### src/rtl/core/trsort_pkg.sv
// trsort_pkg: shared types, constants and state codes of the tcp record sorter
// no dependencies
`timescale 1ns / 1ps

package trsort_pkg;

   localparam int unsigned DEPTH_DEFAULT = 64;
   localparam logic [31:0] WINDOW_RESET = 32'd2000;
   localparam int unsigned QUEUE_DEPTH = 2;

   typedef enum logic {
      ACT_LOAD   = 1'b0,
      ACT_FINISH = 1'b1
   } action_type;

   typedef struct packed {
      logic        action;
      logic [31:0] seq_number;
      logic [31:0] ack_number;
      logic [15:0] payload_length;
      logic        fin_bit;
      logic [31:0] record_tag;
   } req_type;

   typedef struct packed {
      logic [31:0] out_seq;
      logic [31:0] out_ack;
      logic [15:0] out_length;
      logic        out_fin;
      logic [31:0] out_tag;
      logic        ack_mode;
      logic        dropped;
      logic        last_record;
   } rsp_type;

   // record as held in the store
   typedef struct packed {
      logic [31:0] seq;
      logic [31:0] ack;
      logic [15:0] len;
      logic        fin;
      logic [31:0] tag;
   } rec_type;

   // command passed from front to back
   typedef struct packed {
      logic    finish;
      rec_type rec;
   } cmd_type;

   typedef enum logic [3:0] {
      ST_IDLE,
      ST_MODE_RD,
      ST_MODE_CHK,
      ST_KEY_RD,
      ST_KEY_WAIT,
      ST_CMP_RD,
      ST_CMP_WAIT,
      ST_CMP,
      ST_PLACE,
      ST_EMIT_RD,
      ST_EMIT_WAIT,
      ST_EMIT
   } state_type;

endpackage

### src/rtl/core/trsort_front.sv
// trsort_front: input stage and command queue between front and back
// depends on trsort_pkg
`timescale 1ns / 1ps

module trsort_front
   import trsort_pkg::*;
(
   input  logic    clock,
   input  logic    reset,
   input  logic    req_valid,
   output logic    req_ready,
   input  req_type req_data,
   output logic    cmd_valid,
   input  logic    cmd_ready,
   output cmd_type cmd_data
);

   localparam int unsigned PW = $clog2(QUEUE_DEPTH);

   cmd_type         queue_ff [QUEUE_DEPTH];
   logic [PW-1:0]   wr_ptr_ff, wr_ptr_in, rd_ptr_ff, rd_ptr_in;
   logic [PW:0]     fill_ff, fill_in;
   logic            push, pop;
   cmd_type         cmd_new;

   // classify the incoming word
   always_comb begin
      cmd_new.finish = (req_data.action == ACT_FINISH);
      cmd_new.rec.seq = req_data.seq_number;
      cmd_new.rec.ack = req_data.ack_number;
      cmd_new.rec.len = req_data.payload_length;
      cmd_new.rec.fin = req_data.fin_bit;
      cmd_new.rec.tag = req_data.record_tag;
   end

   assign req_ready = (fill_ff != (PW+1)'(QUEUE_DEPTH));
   assign push      = req_valid && req_ready;
   assign cmd_valid = (fill_ff != '0);
   assign pop       = cmd_valid && cmd_ready;
   assign cmd_data  = queue_ff[rd_ptr_ff];

   // pointer and fill update
   always_comb begin
      wr_ptr_in = push ? PW'(wr_ptr_ff + 1'b1) : wr_ptr_ff;
      rd_ptr_in = pop ? PW'(rd_ptr_ff + 1'b1) : rd_ptr_ff;
      fill_in   = fill_ff + (PW+1)'(push) - (PW+1)'(pop);
   end

   always_ff @(posedge clock) begin
      if (reset) begin
         wr_ptr_ff <= '0;
         rd_ptr_ff <= '0;
         fill_ff   <= '0;
      end else begin
         wr_ptr_ff <= wr_ptr_in;
         rd_ptr_ff <= rd_ptr_in;
         fill_ff   <= fill_in;
      end
   end

   // queue storage
   always_ff @(posedge clock) begin
      if (push) begin
         queue_ff[wr_ptr_ff] <= cmd_new;
      end
   end

endmodule

### config.mk
export PLATFORM = sky130hd
export DESIGN_NAME = trsort_front
export DESIGN_NICKNAME = d
export VERILOG_FILES = /design/src/rtl/core/trsort_pkg.sv /design/src/rtl/core/trsort_front.sv
export SDC_FILE = /design/constraint.sdc
export NUM_CORES = 1
export LEC_CHECK = 0
export BUFFER_PORTS_ARGS = -buffer_cell sky130_fd_sc_hd__buf_4
export CAP_MARGIN = 20
export CORE_MARGIN = 10
export CORE_UTILIZATION = 35
export CTS_BUF_LIST = sky130_fd_sc_hd__clkbuf_16
export CTS_CLUSTER_DIAMETER = 30
export DETAILED_ROUTE_END_ITERATION = 8
export PLACE_DENSITY = 0.67
export SYNTH_ARGS = -nofsm -noshare
export SYNTH_HDL_FRONTEND = slang
export SYNTH_SLANG_ARGS = --single-unit
### constraint.sdc
create_clock -name clock -period 12.2 [get_ports clock]
set_input_delay 3.05 -clock clock [delete_from_list [all_inputs] [get_ports clock]]
set_output_delay 3.05 -clock clock [all_outputs]
set_load 0.005 [all_outputs]
# Word level (Yosys, flattened, before mapping)
# Memories as Yosys holds them, arrays and structs flattened. A register that Yosys moved wholly into a read port is not among the register bits.
# Cells that the tools add are included.
[word_totals] regBits=4 mem_bits_rw=228 out_inout_bits=116 elab_cells=16 mem_count=1
[classes] add_sub_neg=4 eq_ne=1 mux=4 reduce_logical=3
[mem_list] memory="queue_ff" depth=2 width=114 rd=1 rd_ports_with_merged_regs=1 wr=1 line_no="trsort_front.sv:20" rtl="cmd_type queue_ff [QUEUE_DEPTH];"
[ops] cell="$mux 1" count=4
[ops] cell="$add 1x1->1 const B" count=2
[ops] cell="$add 2x1->2" count=1
[ops] cell="$logic_and 1x1->1" count=2
[ops] cell="$ne 2x2->1 const B" count=1
[ops] cell="$reduce_bool 2->1" count=1
[ops] cell="$sub 2x1->2" count=1

# Longest topological paths before layout
[logic_depth] ltp_word=4 mapped_depth=6 mapped_depth_nobuf=6

# Worst setup path before layout
# Ideal clock, no wire load.
[synth_timing] kind="in2reg" from="input port req_valid" to="memory queue_ff[1][0] (netlist bit), enable pin" setup_time_ns=0.487 arrival_time_ns=5.731 t_required_ns=11.713 setup_slack_ns=5.982 cell_stages=1 n_path_buf=0 path_cell_list="and3_1"
[synth_between] elab_chain_len=3
[synth_lines] element="from (decl)" line_no="trsort_front.sv:10" rtl="input logic req_valid,"
[synth_lines] element="$logic_and 1x1->1" line_no="trsort_front.sv:37" rtl="assign push = req_valid && req_ready;"
[synth_lines] element="$mux 1" line_no="trsort_front.sv:63" rtl="if (push) begin"
[synth_lines] element="$mux 1 (implied by the code)" line_no="trsort_front.sv:64" rtl="queue_ff[wr_ptr_ff] <= cmd_new;"
[synth_lines] element="to (decl)" line_no="trsort_front.sv:20"
# Every way passes these cells.

==> results.md <==
- Status: finished, final reports clean
- CP Max Fanout: 65
- Die ar.: 31700 um^2
- 1st-pass router iterations: 4
- Critical Path Most Common Cell: buf_4
- Largest stage delay, worst path: 810 ps
- Leakage: 4.66 nW
- Final Setup Violations: 0
- Synth Area per Inst: 22.7 um^2
- Count leader, synth: edfxtp_1
- FILL cells: 2011
- Iter 0 DRT Violations: 281
- Pwr per Cell Area: 210 nW/um^2
- HP Start: rd_ptr_ff$_SDFFE_PP0P_
- Sequential power share: 39.9%
- Worst-Margin Slew: 852 ps
- Critical Path Start Type: flip-flop
- Setup CP Type: reg -> out
- Max-Slew Margin vs Limit: 43.2%
- Synth async-reset ratio: 0%
- Top cells by area, synth: edfxtp_1 (78%), mux2_4 (10%), mux2_2 (7.0%)
- Tot Pwr: 0.00255 W
- CTS clock-pin slew for the worst setup and hold paths: 50 ps
- Crit path max-delay cell type: dfxtp_4
- Clock power share: 41.7%
- Tcrit/Tclk final: 47.0%
- Setup_tns: 0 ps
- Nets@finish: 770
- NetSw: 0.000606 W
- Post-route DRC: 0
- Cell taking the most area after synthesis: edfxtp_1
- Worst path bufs/invs: 3
- Syn_nets: 503
- Clock latency at the later pin of the worst-skew pair: 510 ps
- Minimum clock period: 5740 ps
- Worst Hold End: rd_ptr_ff$_SDFFE_PP0P_
- Reg2reg setup slack: 9600 ps
- Final ANT Viol Nets: 0
- Yosys cell types: 24
- RR Startpoint: fill_ff[0]$_SDFF_PP0_
- CTS max path bufs: 3
- Worst path cell trace: buf_4 > buf_16 > mux2_2 > buf_4
- PortBufs: 233
- R2R depth: 4
- Max IR drop VDD: 0.148 mV
- CTS Hold Bufs: 0
- Synth cell count leaders: edfxtp_1 (228), mux2_4 (60), mux2_2 (54)
- Yosys reg bits: 233
- Vias in the first global route: 5120
- Final instance area: 12200 um^2
- Synth Warn #: 0
- # rows: 57
- Max_cap viols: 0
- Initial Util: 35.7%
- Worst Hold Class: reg -> reg
- WP data arrival: 2690 ps
- Die Span X: 178 um
- CTS Root Cell: clkbuf_16
- GRT Util Overall: 11.8%
- Switching part of the total power: 23.7%
- Total global routing overflow: 0
- Routed length per instance: 19.2 um
- Via count: 4522
- WHS Path Cells: 2
- Share of cells above drive strength 1: 62.2%
- IO Count: 234
- Die Ht: 178 um
- Synthesized instance count: 384
- Antenna diodes: 0
- Comb power frac: 18.4%
- CTS Buf Count: 41
- Top delay family on crit path: buffers and inverters
- Pint: 0.00195 W
- Yosys top cell area share: 78.4%
- Predominant post-synthesis flop cell: edfxtp_1
- Initial antenna violation count: 0
- Total clock sinks: 233
- Crit Reg-Reg Endpoint: queue_ff[0][55]$_DFFE_PP_
- Placer congestion estimate: 0.744
- Critical path required time: 9150 ps
- Syn-to-layout area delta: 39.3%
- Routed Wire Length: 19400 um
- Core Box Area: 24500 um^2
- Vias per inst: 4.49
- CTS tree: yes
- Final slew viol count: 0
- Post-synthesis sequential area ratio: 79.6%
- First-pass GRT wire length: 29000 um
- RSZ-0062 raised after global routing: false
- CTS-repair resized insts: 0
- Htree depth: 2
- Setup Buffers After CTS: 0
- Hold Vio Cnt, Final: 0
- Area after DPL: 10800 um^2
- Crit end category: output port
- Post-synth EDFFs: 228
- DP HPWL: 13400 um
- Worst Skew: 19.1 ps
- Synth Cell Area: 8730 um^2
- Largest net degree at the start of global routing: 77
- Peak Freq: 174 MHz
-- layout by cell type, fill, tap and decap left out, types with 2 or more instances in the layout --
cell type	count
buf_4	236
edfxtp_1	228
mux2_4	60
mux2_2	54
clkbuf_16	43
clkinvlp_4	9
clkinv_2	7
nor2_1	5
inv_6	5
clkinv_1	4
dfxtp_1	4
nor2b_1	3
o21ai_0	2
bufinv_16	2
inv_1	2
inv_8	2
-- worst min-delay path, stage by stage (launching register included) --
cell and delay [ps]:
dfxtp_1 320, xor2_1 80, nor2_1 70
-- power by group through the flow --
stage	Clock, W	Combinational, W	Sequential (W)
floorplan	0	0.000269	0.00101
CTS	0.00109	0.000483	0.00102
global placement	0	0.000469	0.00103
global route	0.00113	0.000509	0.00103
finish	0.00107	0.000470	0.00102
detailed placement	0	0.000481	0.00103
-- registers in the layout, indices dropped and copies added, names as in the netlist, named ones only --
register and flops:
fill_ff 2, queue_ff 228, rd_ptr_ff 1, wr_ptr_ff 1
-- area by class of cell --
cell class	instances	area, um^2	share of cell area, %
inverters	1	6.26	0.0514
repair buffers	237	1800	14.8
flip-flops and latches	233	6950	57.1
multi-input cells	137	1670	13.7
clock buffers	43	1080	8.85
clock inverters	32	260	2.14
well taps	324	405	3.33
-- logic make-up (layout without fill, tap and decap cells) --
logic type,after synthesis,in the layout,synth area share [%]
flops,233,233,79.6
mux,115,115,17.4
buf+inv,14,313,1.40
simple gates,13,13,0.788
compound gates,7,7,0.588
fa+ha+maj,1,1,0.143
xor+xnor,1,1,0.100
-- worst max-delay path by stage --
| stage | endpoint | slack [ps] | cells past startpoint |
|---|---|---|---|
| 2_1_floorplan | queue_ff[1][0]$_DFFE_PP_ | 5980 | 1 |
| 3_3_place_gp | cmd_data[106] | 6710 | 3 |
| 3_5_place_dp | cmd_data[106] | 6640 | 3 |
| 4_1_cts | cmd_data[106] | 6110 | 3 |
| 5_1_grt | cmd_data[30] | 6330 | 4 |
| 6_report | cmd_data[16] | 6460 | 4 |
-- metrics by stage --
stage | utilization [%] | hold slack [ps] | std cells | worst slack (ps)
floorplan | - | 472 | 384 | 5980
global placement | 44.2 | 487 | 931 | 6710
detailed placement | 44.2 | 503 | 931 | 6640
CTS | 49.6 | 516 | 1006 | 6110
global route | 49.7 | 555 | 1007 | 6330
finish | 49.7 | 505 | 1007 | 6460
-- metal layers --
metal,vias to the layer above,routed length [um],track usage (%)
li1,2080,-,-
met1,2197,7230,13.0
met2,202,9550,19.7
met3,43,2100,5.31
met4,0,502,4.27
met5,-,0,0
Power figures use the tool's default switching activity.
